## config.mk

```make
export PLATFORM = sky130hd
export DESIGN_NAME = radix_text_to_integer_parser_flat
export DESIGN_NICKNAME = d
export VERILOG_FILES = /design/src/sv/rtt_pkg.sv /design/src/sv/rtt_if.sv /design/src/sv/rtt_scan.sv /design/src/sv/rtt_finish.sv /design/src/sv/radix_text_to_integer_parser.sv /design/src/flat_wrapper.sv
export SDC_FILE = /design/constraint.sdc
export NUM_CORES = 1
export LEC_CHECK = 0
export ABC_AREA = 1
export BUFFER_PORTS_ARGS = -buffer_cell sky130_fd_sc_hd__buf_2
export CAP_MARGIN = 20
export CORE_ASPECT_RATIO = 0.75
export CORE_MARGIN = 1.5
export CORE_UTILIZATION = 61
export CTS_CLUSTER_DIAMETER = 200
export DETAILED_ROUTE_END_ITERATION = 16
export MAX_ROUTING_LAYER = met4
export PLACE_DENSITY = 0.77
export REMOVE_ABC_BUFFERS = 1
export SLEW_MARGIN = 20
export SYNTH_ARGS = -nofsm -noshare
export SYNTH_HDL_FRONTEND = slang
export SYNTH_SLANG_ARGS = --single-unit
export TNS_END_PERCENT = 10
```

## constraint.sdc

```tcl
create_clock -name i_clk -period 9.7 [get_ports i_clk]
set_input_delay 2.425 -clock i_clk [delete_from_list [all_inputs] [get_ports i_clk]]
set_output_delay 2.425 -clock i_clk [all_outputs]
set_load 0.05 [all_outputs]
```

## src/sv/rtt_pkg.sv

```systemverilog
// Shared types, character codes and digit decode for the radix text parser.
`default_nettype none

package rtt_pkg;

    localparam int unsigned ACC_W   = 64;
    localparam int unsigned BITS_W  = 7;
    localparam int unsigned SHIFT_W = 4;

    // configuration register indexes
    localparam logic CFG_RADIX  = 1'b0;
    localparam logic CFG_SIGNED = 1'b1;

    localparam logic [7:0] CH_0    = 8'h30;
    localparam logic [7:0] CH_1    = 8'h31;
    localparam logic [7:0] CH_9    = 8'h39;
    localparam logic [7:0] CH_A_UP = 8'h41;
    localparam logic [7:0] CH_F_UP = 8'h46;
    localparam logic [7:0] CH_A_LO = 8'h61;
    localparam logic [7:0] CH_F_LO = 8'h66;
    localparam logic [7:0] CH_X_UP = 8'h58;
    localparam logic [7:0] CH_X_LO = 8'h78;

    localparam logic [BITS_W-1:0] BITS_MAX = BITS_W'(ACC_W);

    // display width codes
    localparam logic [1:0] WC_8  = 2'd0;
    localparam logic [1:0] WC_16 = 2'd1;
    localparam logic [1:0] WC_32 = 2'd2;
    localparam logic [1:0] WC_64 = 2'd3;

    // finished string handed from the scanner to the formatter
    typedef struct packed {
        logic [ACC_W-1:0]  acc;
        logic [BITS_W-1:0] bits;
        logic              ovf;
    } t_fin;

    typedef struct packed {
        logic       valid;
        logic [3:0] value;
        logic [3:0] nbits;
    } t_digit;

    function automatic t_digit decode_digit(input logic [7:0] c, input logic bin_mode);
        t_digit d;
        d = '{valid: 1'b0, value: 4'd0, nbits: 4'd0};
        if (bin_mode) begin
            if (c == CH_0 || c == CH_1) begin
                d = '{valid: 1'b1, value: {3'b000, c[0]}, nbits: 4'd1};
            end
        end else if (c inside {[CH_0:CH_9]}) begin
            d = '{valid: 1'b1, value: c[3:0], nbits: 4'd4};
        end else if (c inside {[CH_A_UP:CH_F_UP], [CH_A_LO:CH_F_LO]}) begin
            d = '{valid: 1'b1, value: c[3:0] + 4'd9, nbits: 4'd4};
        end
        return d;
    endfunction

endpackage

`default_nettype wire

```

## src/sv/rtt_if.sv

```systemverilog
// Request channels: character input and parsed result output.
`default_nettype none

interface rtt_in_if;
    logic       valid;
    logic       ready;
    logic [7:0] text_char;
    logic       end_of_text;

    modport source (output valid, output text_char, output end_of_text, input ready);
    modport sink   (input valid, input text_char, input end_of_text, output ready);
endinterface

interface rtt_out_if;
    logic        valid;
    logic        ready;
    logic [63:0] full_value;
    logic [63:0] shown_value;
    logic [6:0]  entered_bits;
    logic [1:0]  width_code;
    logic        too_long;

    modport source (output valid, output full_value, output shown_value,
                    output entered_bits, output width_code, output too_long,
                    input ready);
    modport sink   (input valid, input full_value, input shown_value,
                    input entered_bits, input width_code, input too_long,
                    output ready);
endinterface

`default_nettype wire

```

## src/sv/rtt_scan.sv

```systemverilog
// Character scanner: prefix handling, digit shift-in, bit count and the finished-string register.
`default_nettype none

module rtt_scan
    import rtt_pkg::*;
(
    input  wire logic i_clk,
    input  wire logic i_rst_n,
    input  wire logic i_radix,
    rtt_in_if.sink    i_in,
    output logic      o_fin_valid,
    input  wire logic i_fin_ready,
    output t_fin      o_fin
);

    logic [ACC_W-1:0]  r_acc, n_acc;
    logic [BITS_W-1:0] r_bits, n_bits;
    logic [1:0]        r_pos;
    logic              r_lead;
    logic              r_ovf, n_ovf;
    logic              r_fin_valid;
    t_fin              r_fin;

    logic              hex, is_x, lead_set, lead_pend, prefix, zero_pre, tail, take, accept;
    t_digit            dig;
    logic [SHIFT_W-1:0] shamt;
    logic [BITS_W:0]   sum;

    always_comb begin
        hex       = !i_radix;
        is_x      = (i_in.text_char == CH_X_LO) || (i_in.text_char == CH_X_UP);
        lead_set  = (r_pos == 2'd0) && hex && (i_in.text_char == CH_0);
        lead_pend = (r_pos == 2'd1) && r_lead;
        prefix    = lead_pend && hex && is_x;
        zero_pre  = lead_pend && !prefix;
        // a lone held zero at the end of the string counts as one hex digit
        tail      = lead_set && i_in.end_of_text;
        dig       = decode_digit(i_in.text_char, i_radix);
        take      = dig.valid && !lead_set && !prefix;
        shamt     = (zero_pre ? 4'd4 : 4'd0) + (tail ? 4'd4 : 4'd0)
                  + (take ? dig.nbits : 4'd0);
        n_acc     = (r_acc << shamt) | {{(ACC_W-4){1'b0}}, (take ? dig.value : 4'd0)};
        sum       = {1'b0, r_bits} + {{(BITS_W+1-SHIFT_W){1'b0}}, shamt};
        n_bits    = (sum > {1'b0, BITS_MAX}) ? BITS_MAX : sum[BITS_W-1:0];
        n_ovf     = r_ovf || (sum > {1'b0, BITS_MAX});
    end

    assign i_in.ready  = !r_fin_valid || i_fin_ready;
    assign accept      = i_in.valid && i_in.ready;
    assign o_fin_valid = r_fin_valid;
    assign o_fin       = r_fin;

    always_ff @(posedge i_clk) begin
        if (!i_rst_n) begin
            r_acc       <= '0;
            r_bits      <= '0;
            r_pos       <= '0;
            r_lead      <= 1'b0;
            r_ovf       <= 1'b0;
            r_fin_valid <= 1'b0;
        end else begin
            if (accept && i_in.end_of_text) begin
                r_fin       <= '{acc: n_acc, bits: n_bits, ovf: n_ovf};
                r_fin_valid <= 1'b1;
                r_acc       <= '0;
                r_bits      <= '0;
                r_pos       <= '0;
                r_lead      <= 1'b0;
                r_ovf       <= 1'b0;
            end else begin
                if (i_fin_ready) begin
                    r_fin_valid <= 1'b0;
                end
                if (accept) begin
                    r_acc  <= n_acc;
                    r_bits <= n_bits;
                    r_ovf  <= n_ovf;
                    r_lead <= lead_set;
                    if (r_pos != 2'd2) begin
                        r_pos <= r_pos + 2'd1;
                    end
                end
            end
        end
    end

endmodule

`default_nettype wire

```

## src/sv/rtt_finish.sv

```systemverilog
// Result formatter: width mask, sign extension, display width and the output register.
`default_nettype none

module rtt_finish
    import rtt_pkg::*;
(
    input  wire logic i_clk,
    input  wire logic i_rst_n,
    input  wire logic i_signed,
    input  wire logic i_fin_valid,
    output logic      o_fin_ready,
    input  wire t_fin i_fin,
    rtt_out_if.source o_out
);

    logic              r_valid;
    logic [ACC_W-1:0]  r_full, r_shown;
    logic [BITS_W-1:0] r_bits;
    logic [1:0]        r_code;
    logic              r_long;

    logic [ACC_W-1:0]  mask, masked, n_full, dmask;
    logic [5:0]        top;
    logic              sext;
    logic [1:0]        n_code;

    always_comb begin
        mask   = i_fin.bits[6] ? '1 : ((64'd1 << i_fin.bits[5:0]) - 64'd1);
        masked = i_fin.acc & mask;
        top    = i_fin.bits[5:0] - 6'd1;
        sext   = i_signed && (i_fin.bits != '0) && !i_fin.bits[6] && i_fin.acc[top];
        n_full = sext ? (masked | ~mask) : masked;
        if (i_fin.bits <= 7'd8) begin
            n_code = WC_8;
        end else if (i_fin.bits <= 7'd16) begin
            n_code = WC_16;
        end else if (i_fin.bits <= 7'd32) begin
            n_code = WC_32;
        end else begin
            n_code = WC_64;
        end
        case (n_code)
            WC_8:    dmask = 64'h0000_0000_0000_00FF;
            WC_16:   dmask = 64'h0000_0000_0000_FFFF;
            WC_32:   dmask = 64'h0000_0000_FFFF_FFFF;
            default: dmask = '1;
        endcase
    end

    assign o_fin_ready = !r_valid || o_out.ready;

    always_ff @(posedge i_clk) begin
        if (!i_rst_n) begin
            r_valid <= 1'b0;
        end else begin
            if (i_fin_valid && o_fin_ready) begin
                r_valid <= 1'b1;
                r_full  <= n_full;
                r_shown <= n_full & dmask;
                r_bits  <= i_fin.bits;
                r_code  <= n_code;
                r_long  <= i_fin.ovf;
            end else if (o_out.ready) begin
                r_valid <= 1'b0;
            end
        end
    end

    assign o_out.valid        = r_valid;
    assign o_out.full_value   = r_full;
    assign o_out.shown_value  = r_shown;
    assign o_out.entered_bits = r_bits;
    assign o_out.width_code   = r_code;
    assign o_out.too_long     = r_long;

endmodule

`default_nettype wire

```

## src/sv/radix_text_to_integer_parser.sv

```systemverilog
// Radix text parser top level: config registers, scanner and formatter.
// Throughput: one character request per cycle, back to back, while results drain.
// Path: the scanner registers the finished string when its end-of-text character is taken,
//   then the formatter masks and registers the result.
// Reset: synchronous active low; clears string state, pending results and both
//   config registers (hex mode, unsigned view).
`default_nettype none

module radix_text_to_integer_parser
    import rtt_pkg::*;
(
    input  wire logic i_clk,
    input  wire logic i_rst_n,
    input  wire logic i_cfg_we,
    input  wire logic i_cfg_idx,
    input  wire logic i_cfg_data,
    rtt_in_if.sink    i_in,
    rtt_out_if.source o_out
);

    // config: radix (0 hex, 1 binary) and signed view
    logic r_radix;
    logic r_signed;

    always_ff @(posedge i_clk) begin
        if (!i_rst_n) begin
            r_radix  <= 1'b0;
            r_signed <= 1'b0;
        end else if (i_cfg_we) begin
            case (i_cfg_idx)
                CFG_RADIX:  r_radix  <= i_cfg_data;
                CFG_SIGNED: r_signed <= i_cfg_data;
                default:    ;
            endcase
        end
    end

    // finished string between scanner and formatter
    logic fin_valid;
    logic fin_ready;
    t_fin fin;

    // scanner: strips the 0x prefix, shifts digits in, counts and saturates bits
    rtt_scan u_scan (
        .i_clk       (i_clk),
        .i_rst_n     (i_rst_n),
        .i_radix     (r_radix),
        .i_in        (i_in),
        .o_fin_valid (fin_valid),
        .i_fin_ready (fin_ready),
        .o_fin       (fin)
    );

    // formatter: masks to entered width, sign-extends, picks display width
    rtt_finish u_finish (
        .i_clk       (i_clk),
        .i_rst_n     (i_rst_n),
        .i_signed    (r_signed),
        .i_fin_valid (fin_valid),
        .o_fin_ready (fin_ready),
        .i_fin       (fin),
        .o_out       (o_out)
    );

    // bit count never exceeds the accumulator width
    a_bits_sat: assert property (@(posedge i_clk) disable iff (!i_rst_n)
        o_out.valid |-> (o_out.entered_bits <= BITS_MAX))
        else $error("entered_bits above saturation");

    // overflow only with a saturated count
    a_long_full: assert property (@(posedge i_clk) disable iff (!i_rst_n)
        (o_out.valid && o_out.too_long) |-> (o_out.entered_bits == BITS_MAX))
        else $error("too_long without saturated count");

    // narrow display width keeps the shown value inside one byte
    a_shown_8: assert property (@(posedge i_clk) disable iff (!i_rst_n)
        (o_out.valid && (o_out.width_code == WC_8)) |->
            ((o_out.entered_bits <= 7'd8) && (o_out.shown_value[63:8] == '0)))
        else $error("byte display width inconsistent");

    // an empty entry yields zero
    a_empty_zero: assert property (@(posedge i_clk) disable iff (!i_rst_n)
        (o_out.valid && (o_out.entered_bits == '0)) |-> (o_out.full_value == '0))
        else $error("empty entry not zero");

endmodule

`default_nettype wire
```

## src/flat_wrapper.sv

```systemverilog
// flat-port wrapper written by rule: the top's interface ports become plain ports
module radix_text_to_integer_parser_flat import rtt_pkg::*;
  (i_clk, i_rst_n, i_cfg_we, i_cfg_idx, i_cfg_data, i_in_valid, i_in_text_char, i_in_end_of_text, i_in_ready, o_out_valid, o_out_full_value, o_out_shown_value, o_out_entered_bits, o_out_width_code, o_out_too_long, o_out_ready);
  rtt_in_if i_in_i ();
  rtt_out_if o_out_i ();
  input  wire logic i_clk;
  input  wire logic i_rst_n;
  input  wire logic i_cfg_we;
  input  wire logic i_cfg_idx;
  input  wire logic i_cfg_data;
  input wire logic [$bits(i_in_i.valid)-1:0] i_in_valid;
  input wire logic [$bits(i_in_i.text_char)-1:0] i_in_text_char;
  input wire logic [$bits(i_in_i.end_of_text)-1:0] i_in_end_of_text;
  output wire logic [$bits(i_in_i.ready)-1:0] i_in_ready;
  output wire logic [$bits(o_out_i.valid)-1:0] o_out_valid;
  output wire logic [$bits(o_out_i.full_value)-1:0] o_out_full_value;
  output wire logic [$bits(o_out_i.shown_value)-1:0] o_out_shown_value;
  output wire logic [$bits(o_out_i.entered_bits)-1:0] o_out_entered_bits;
  output wire logic [$bits(o_out_i.width_code)-1:0] o_out_width_code;
  output wire logic [$bits(o_out_i.too_long)-1:0] o_out_too_long;
  input wire logic [$bits(o_out_i.ready)-1:0] o_out_ready;
  assign i_in_i.valid = i_in_valid;
  assign i_in_i.text_char = i_in_text_char;
  assign i_in_i.end_of_text = i_in_end_of_text;
  assign i_in_ready = i_in_i.ready;
  assign o_out_valid = o_out_i.valid;
  assign o_out_full_value = o_out_i.full_value;
  assign o_out_shown_value = o_out_i.shown_value;
  assign o_out_entered_bits = o_out_i.entered_bits;
  assign o_out_width_code = o_out_i.width_code;
  assign o_out_too_long = o_out_i.too_long;
  assign o_out_i.ready = o_out_ready;
  radix_text_to_integer_parser u_core (.i_clk(i_clk), .i_rst_n(i_rst_n), .i_cfg_we(i_cfg_we), .i_cfg_idx(i_cfg_idx), .i_cfg_data(i_cfg_data), .i_in(i_in_i), .o_out(o_out_i));
endmodule
```

==> flow_summary.json, run 1 <==
{
  "gp_congestion": 1.03,
  "grt_start_max_net_pins": 125,
  "yosysMostFrequentCell": "nand2_1",
  "clkTransAtPathRegs_ns": 0.07,
  "areaGrowthSynthToFinish_pct": 10.4,
  "rsz0062_at_grt": "false",
  "routed_via_density": 5.78,
  "initial_core_util": 0.627,
  "routed.top_layer": "met4",
  "finalCritPeriodShare": 0.673,
  "antenna_found_initial": 5,
  "wl_met2_um": 25400,
  "critPathArrivalTime_ns": 7.05,
  "tightest_slew_ns": 1.21,
  "cts.path.max_buffers": 3,
  "hold_path_class": "reg2reg",
  "maxSlewViolCount": 0,
  "io_pins": 156,
  "root_buffer": "clkbuf_16",
  "dp_hpwl_um": 42300,
  "layout_min_cycle_time_ns": 6.53,
  "cts.repair.resized": 0,
  "finalHoldViolations": 0,
  "syn_inst": 2484,
  "preCtsSetupSlack_ns": 2.67,
  "synth_edf_count": 202,
  "gr-usage-all-layers": 0.391,
  "h-tree-depth": 1,
  "ys_types": 51,
  "regToRegStartpoint": "u_core.u_scan.o_fin[1]",
  "synth_top_cell_by_area": "edfxtp_1",
  "setup_ws_ns": 3.17,
  "max_cap_violations": 0,
  "r2r_slack_ns": 5.14,
  "vdd_drop_max_mv": 0.150,
  "avgSynthCellArea_um2": 7.15,
  "ff_latch_area_um2": 7650,
  "path_class": "in2reg",
  "p_leak_nw": 10.1,
  "drc": 0,
  "die_h_um": 151,
  "cts_sinks": 281,
  "synth_top_cell_area_share": 0.342,
  "yosysWarnings": 0,
  "fin_nets": 2609,
  "die_w_um": 200,
  "dieArea_um2": 30200,
  "coreArea_um2": 28300,
  "r2r_end": "u_core.u_finish.o_out.shown_value[30]",
  "wl_per_cell_um": 19.1,
  "clk_latency_ns": 0.60,
  "setup-tns-final_ns": 0,
  "fin_util": 0.692,
  "routed-wl-met3_um": 6580,
  "finalNonFillerCells": 2986,
  "ys_ff_latch": 281,
  "whs_path_depth": 0,
  "r2r_cells": 14,
  "port_buffers": 155,
  "drt-total-wl_um": 57000,
  "setup_viol": 0,
  "power.total_mw": 2.95,
  "cts_tree": "built",
  "ant_nets": 0,
  "post_cts.repair.setup_buffers": 0,
  "gr-total-overflow": 0,
  "drtIter0Drc": 2375,
  "cp_max_fo": 74,
  "setup.worst_path.end_class": "flop",
  "hold_path_end": "u_core.u_finish.o_out.too_long",
  "synthTopCellsByCount": "nand2_1 (813), inv_1 (307), nor2_1 (215), edfxtp_1 (202), nand3_1 (178)",
  "worstPathRequired_ns": 10.22,
  "firstDrtPassIters": 8,
  "grt_pass1_vias": 15685,
  "clock_skew_ns": 0.0349,
  "fmax_mhz": 153,
  "ys_seq_area_frac": 0.431,
  "syn_area_um2": 17800,
  "place_inst": 2930,
  "m1WireLength_um": 23500,
  "rows": 53,
  "synth-async-reset-ratio": 0,
  "final_layout_size_suffix_gt1_frac": 0.147,
  "cp-start-kind": "primary input",
  "cts-hold-fix-buffers": 0,
  "status": "completed",
  "synth_ff_type": "edfxtp_1",
  "synth.area.top_cells": "edfxtp_1 (34%), nand2_1 (17%), dfxtp_1 (8.9%)",
  "cts_buffers": 27,
  "relSlewSlack": 0.192,
  "vias": 17259,
  "multi_input_area_um2": 8250,
  "min_from": "u_core.u_scan.o_fin[0]",
  "grt_first_pass_wirelength_um": 86700,
  "fillers": 2320,
  "p_per_area_nw_per_um2": 150
}
[worst max-delay path: stages]
cell      delay (ns)
buf_2           0.13
inv_1           0.13
ha_1            0.20
o21ai_0         0.11
nand2_1         0.07
nand2_1         0.13
nand2_1         0.11
nand2_1         0.07
a21oi_1         0.17
nand2_1         0.12
fa_2            0.53
buf_4           0.59
clkinv_1        0.14
buf_4           0.34
ha_1            0.42
nand3_1         0.10
nand2_1         0.10
a21oi_1         0.07
nor2_1          0.15
xnor2_1         0.16
nand3_1         0.09
nand2_1         0.17
inv_1           0.07
or2_2           0.29
a21oi_1         0.12
[worst max path at each step]
stage | endpoint | slack, ns | from
3_5_place_dp | u_core.u_scan.r_bits[3] | 2.67 | i_in_text_char[0]
4_1_cts | u_core.u_scan.r_bits[3] | 3.30 | i_in_text_char[0]
6_report | u_core.u_scan.r_bits[3] | 3.17 | i_in_text_char[0]
3_3_place_gp | u_core.u_scan.r_bits[3] | 2.87 | i_in_text_char[0]
5_1_grt | u_core.u_scan.r_bits[3] | 2.77 | i_in_text_char[0]
2_1_floorplan | u_core.u_scan.r_bits[3] | 0.68 | i_in_text_char[0]
[registers in the layout, indices dropped and copies added (netlist names)]
name                                count
u_core.u_finish.o_out.full_value       64
u_core.u_finish.o_out.shown_value      56
u_core.u_scan.o_fin_valid               1
u_core.u_finish.o_out.too_long          1
u_core.u_finish.o_out.entered_bits      7
u_core.u_scan.r_bits                    7
u_core.u_scan.r_ovf                     1
u_core.u_finish.o_out.width_code        2
u_core.u_scan.o_fin                    72
u_core.u_finish.o_out.valid             1
u_core.u_scan.r_pos                     2
u_core.r_radix                          1
u_core.u_scan.r_acc                    64
u_core.u_scan.r_lead                    1
u_core.r_signed                         1
[routing by layer]
metal | track usage | vias to the layer above
met4 | 0.107 | 0
met2 | 0.593 | 1022
li1 | - | 8150
met3 | 0.0840 | 140
met1 | 0.530 | 7947
met5 | - | -
[logic make-up (layout without fill, tap and decap cells)]
kind of cell               after synthesis  in the layout  synth area share
AOI/OAI and AO/OA                      332            332            0.0981
xor gates and xnor gates                 9              9           0.00444
adders and majority gates               19             19            0.0138
buffers and inverters                  457            568             0.106
DFF                                    281            281             0.431
other                                    0              6                 0
and+or+nand+nor                       1386           1386             0.347
[per-stage QoR]
step	instance area, µm²	hold WS (ns)
final	19600	0.510
after global routing	19600	0.525
after CTS	19600	0.508
after detailed placement	18600	0.492
after global placement	18600	0.468
after floorplan	17200	0.400
[cells in the final DEF, fill, tap and decap left out, types with 5 or more instances in the layout]
| cell type | synthesis | final |
|---|---|---|
| dfxtp_1 | 79 | 79 |
| nor2_2 | 38 | 38 |
| nor3_1 | 10 | 10 |
| nand4_1 | 40 | 40 |
| clkbuf_8 | 0 | 5 |
| o21ai_1 | 27 | 27 |
| clkbuf_1 | 52 | 5 |
| bufinv_16 | 0 | 5 |
| xor2_1 | 7 | 7 |
| o21bai_1 | 5 | 5 |
| clkbuf_16 | 0 | 27 |
| or2_2 | 6 | 6 |
| nand2_2 | 18 | 20 |
| inv_1 | 307 | 306 |
| a21o_1 | 5 | 5 |
| buf_4 | 10 | 19 |
| buf_2 | 26 | 155 |
| o21ai_0 | 157 | 157 |
| nand3_2 | 23 | 23 |
| a21oi_1 | 120 | 119 |
| nand3_1 | 178 | 178 |
| ha_1 | 18 | 18 |
| o211ai_1 | 5 | 5 |
| nor2_4 | 12 | 14 |
| or2_1 | 14 | 14 |
| nor2_1 | 215 | 213 |
| diode_2 | 0 | 6 |
| inv_2 | 34 | 35 |
| edfxtp_1 | 202 | 202 |
| nand2_1 | 813 | 811 |
[power by group]
group / switching (mW) / internal (mW)
Clock: 0.484 / 0.690
Combinational: 0.305 / 0.108
Sequential: 0.0258 / 1.34
[layout make-up]
type,instances,share of cell area
antenna,6,0.000766
sequential,281,0.390
clock buffer,37,0.0389
inverter,344,0.0664
tap,385,0.0246
timing repair buffer,174,0.0469
multi-input combinational,1746,0.421
clock inverter,13,0.0112
No activity file was read; power rests on OpenSTA's default activity.
==> run 2, diff against run 1 <==
--- a/config.mk
+++ b/config.mk
@@ -10,11 +10,11 @@
 export CAP_MARGIN = 20
 export CORE_ASPECT_RATIO = 0.75
 export CORE_MARGIN = 1.5
-export CORE_UTILIZATION = 61
+export CORE_UTILIZATION = 55
 export CTS_CLUSTER_DIAMETER = 200
 export DETAILED_ROUTE_END_ITERATION = 16
 export MAX_ROUTING_LAYER = met4
-export PLACE_DENSITY = 0.77
+export PLACE_DENSITY = 0.73
 export REMOVE_ABC_BUFFERS = 1
 export SLEW_MARGIN = 20
 export SYNTH_ARGS = -nofsm -noshare
==> constraint.sdc (replaced) <==
create_clock -name i_clk -period 5.29 [get_ports i_clk]
set_input_delay 1.3225 -clock i_clk [delete_from_list [all_inputs] [get_ports i_clk]]
set_output_delay 1.3225 -clock i_clk [all_outputs]
set_load 0.05 [all_outputs]
==> run 2 against run 1 <==
Effect of this change:
- critical path depth is 2 lower
- combinational power is 82% higher
- sequential cell count stayed put
- critical endpoint unchanged
- highest routed layer unchanged
==> flow_summary.json, run 2 (synthesis results as in run 1) <==
{
  "h-tree-depth": 1,
  "dp_hpwl_um": 43400,
  "ant_nets": 0,
  "regToRegStartpoint": "u_core.u_scan.o_fin[3]",
  "status": "completed",
  "gr-usage-all-layers": 0.351,
  "vias": 16910,
  "cts.repair.resized": 0,
  "p_leak_nw": 10.1,
  "drtIter0Drc": 2050,
  "dieArea_um2": 33400,
  "wl_per_cell_um": 19.0,
  "tightest_slew_ns": 1.08,
  "max_cap_violations": 0,
  "clkTransAtPathRegs_ns": 0.06,
  "port_buffers": 155,
  "hold_path_class": "reg2reg",
  "areaGrowthSynthToFinish_pct": 10.3,
  "cts_sinks": 281,
  "cts.path.max_buffers": 3,
  "relSlewSlack": 0.278,
  "hold_path_end": "u_core.u_scan.o_fin_valid",
  "fmax_mhz": 225,
  "post_cts.repair.setup_buffers": 0,
  "coreArea_um2": 31500,
  "fin_nets": 2613,
  "die_w_um": 210,
  "clock_skew_ns": 0.0215,
  "final_cell_mix": "nand2_1 (811), inv_1 (306), nor2_1 (213)",
  "whs_path_depth": 2,
  "final_layout_size_suffix_gt1_frac": 0.146,
  "firstDrtPassIters": 6,
  "rows": 56,
  "gp_congestion": 1.03,
  "min_from": "u_core.u_scan.o_fin_valid",
  "rsz0062_at_grt": "false",
  "grt_start_max_net_pins": 125,
  "cp-start-kind": "primary input",
  "setup_viol": 0,
  "root_buffer": "clkbuf_16",
  "vdd_drop_max_mv": 0.238,
  "drc": 0,
  "power.total_mw": 5.25,
  "layout_min_cycle_time_ns": 4.44,
  "gr-total-overflow": 0,
  "critPathArrivalTime_ns": 4.95,
  "cts_tree": "built",
  "io_pins": 156,
  "setup.worst_path.end_class": "flop",
  "final_common_cell": "nand2_1",
  "preCtsSetupSlack_ns": 0.367,
  "largest_reg_flops": 72,
  "maxSlewViolCount": 0,
  "r2r_slack_ns": 1.04,
  "finalCritPeriodShare": 0.840,
  "path_class": "in2reg",
  "cp_max_fo": 6,
  "initial_core_util": 0.563,
  "worstPathRequired_ns": 5.79,
  "p_per_area_nw_per_um2": 268,
  "finalHoldViolations": 0,
  "setup_ws_ns": 0.847,
  "grt_first_pass_wirelength_um": 86400,
  "antenna_found_initial": 2,
  "die_h_um": 159,
  "cts-hold-fix-buffers": 0,
  "cts_buffers": 27,
  "r2r_end": "u_core.u_finish.o_out.shown_value[27]",
  "drt-total-wl_um": 57000,
  "r2r_cells": 11,
  "grt_pass1_vias": 15198,
  "routed_via_density": 5.63,
  "clk_latency_ns": 0.60,
  "n_antenna_cell": 0
}
[run 2: cell types whose count changed in the layout (fill, tap and decap cells not counted), sizes merged]
cell,previous run,this run
clkinv,6,13
inv,346,344
diode,6,0
clkbuf,37,33
buf,174,178
bufinv,5,4
[run 2: worst max path at each step]
stage | startpoint | to | depth (start not counted) | slack (ns)
2_1_floorplan | i_in_text_char[0] | u_core.u_scan.r_bits[3] | 20 | -2.63
3_3_place_gp | i_in_text_char[0] | u_core.u_scan.r_bits[3] | 23 | 0.60
3_5_place_dp | i_in_text_char[0] | u_core.u_scan.r_bits[3] | 23 | 0.37
4_1_cts | i_in_text_char[0] | u_core.u_scan.r_bits[3] | 23 | 0.92
5_1_grt | i_in_text_char[0] | u_core.u_scan.r_bits[3] | 23 | 0.46
6_report | i_in_text_char[0] | u_core.u_scan.r_bits[3] | 23 | 0.85
[run 2: metal layers]
layer / track usage / part of all wire / vias to the layer above / wire (µm)
li1: - / - / 8157 / -
met1: 0.499 / 0.45 / 7882 / 25400
met4: 0.0837 / 0.024 / 0 / 1380
met2: 0.534 / 0.44 / 782 / 24900
met5: - / 0 / - / 0
met3: 0.0479 / 0.092 / 89 / 5240
[run 2: cell type report]
class | count | area, µm²
multi-input cells | 1746 | 8260
repair buffers | 178 | 968
clock inverters | 17 | 196
fillers | 2860 | 12000
clock buffers | 33 | 698
inverters | 344 | 1300
flip-flops and latches | 281 | 7650
well taps | 406 | 508
[run 2: worst max-delay path, stage by stage]
cell and delay [ns]:
buf_2 0.13, inv_1 0.12, ha_1 0.18, o21ai_0 0.09, nand2_1 0.07, nand2_1 0.14
nand2_1 0.11, nand2_1 0.07, a21oi_1 0.19, nand2_1 0.12, fa_2 0.55, clkinv_1 0.09
ha_1 0.32, nand3_1 0.10, nand2_1 0.08, a21oi_1 0.19, nor2_1 0.10, xnor2_1 0.21
nand3_1 0.10, nand2_1 0.16, inv_1 0.08, or2_2 0.29, a21oi_1 0.14
[run 2: report_power, final]
group	switching, mW	internal, mW	leakage (nW)
sequential	0.0457	2.45	2.51
clock	0.865	1.14	0.439
combinational	0.554	0.199	7.18
[run 2: through the flow]
step / cell area [µm²] / setup TNS, ns / hold slack [ns] / instances / util
after floorplan: 17200 / -693.22 / 0.400 / 2371 / -
after global placement: 18700 / 0 / 0.465 / 2954 / 0.592
after detailed placement: 18700 / 0 / 0.477 / 2954 / 0.592
after CTS: 19600 / 0 / 0.495 / 3004 / 0.620
after global routing: 19600 / 0 / 0.526 / 3005 / 0.621
final: 19600 / 0 / 0.495 / 3005 / 0.621
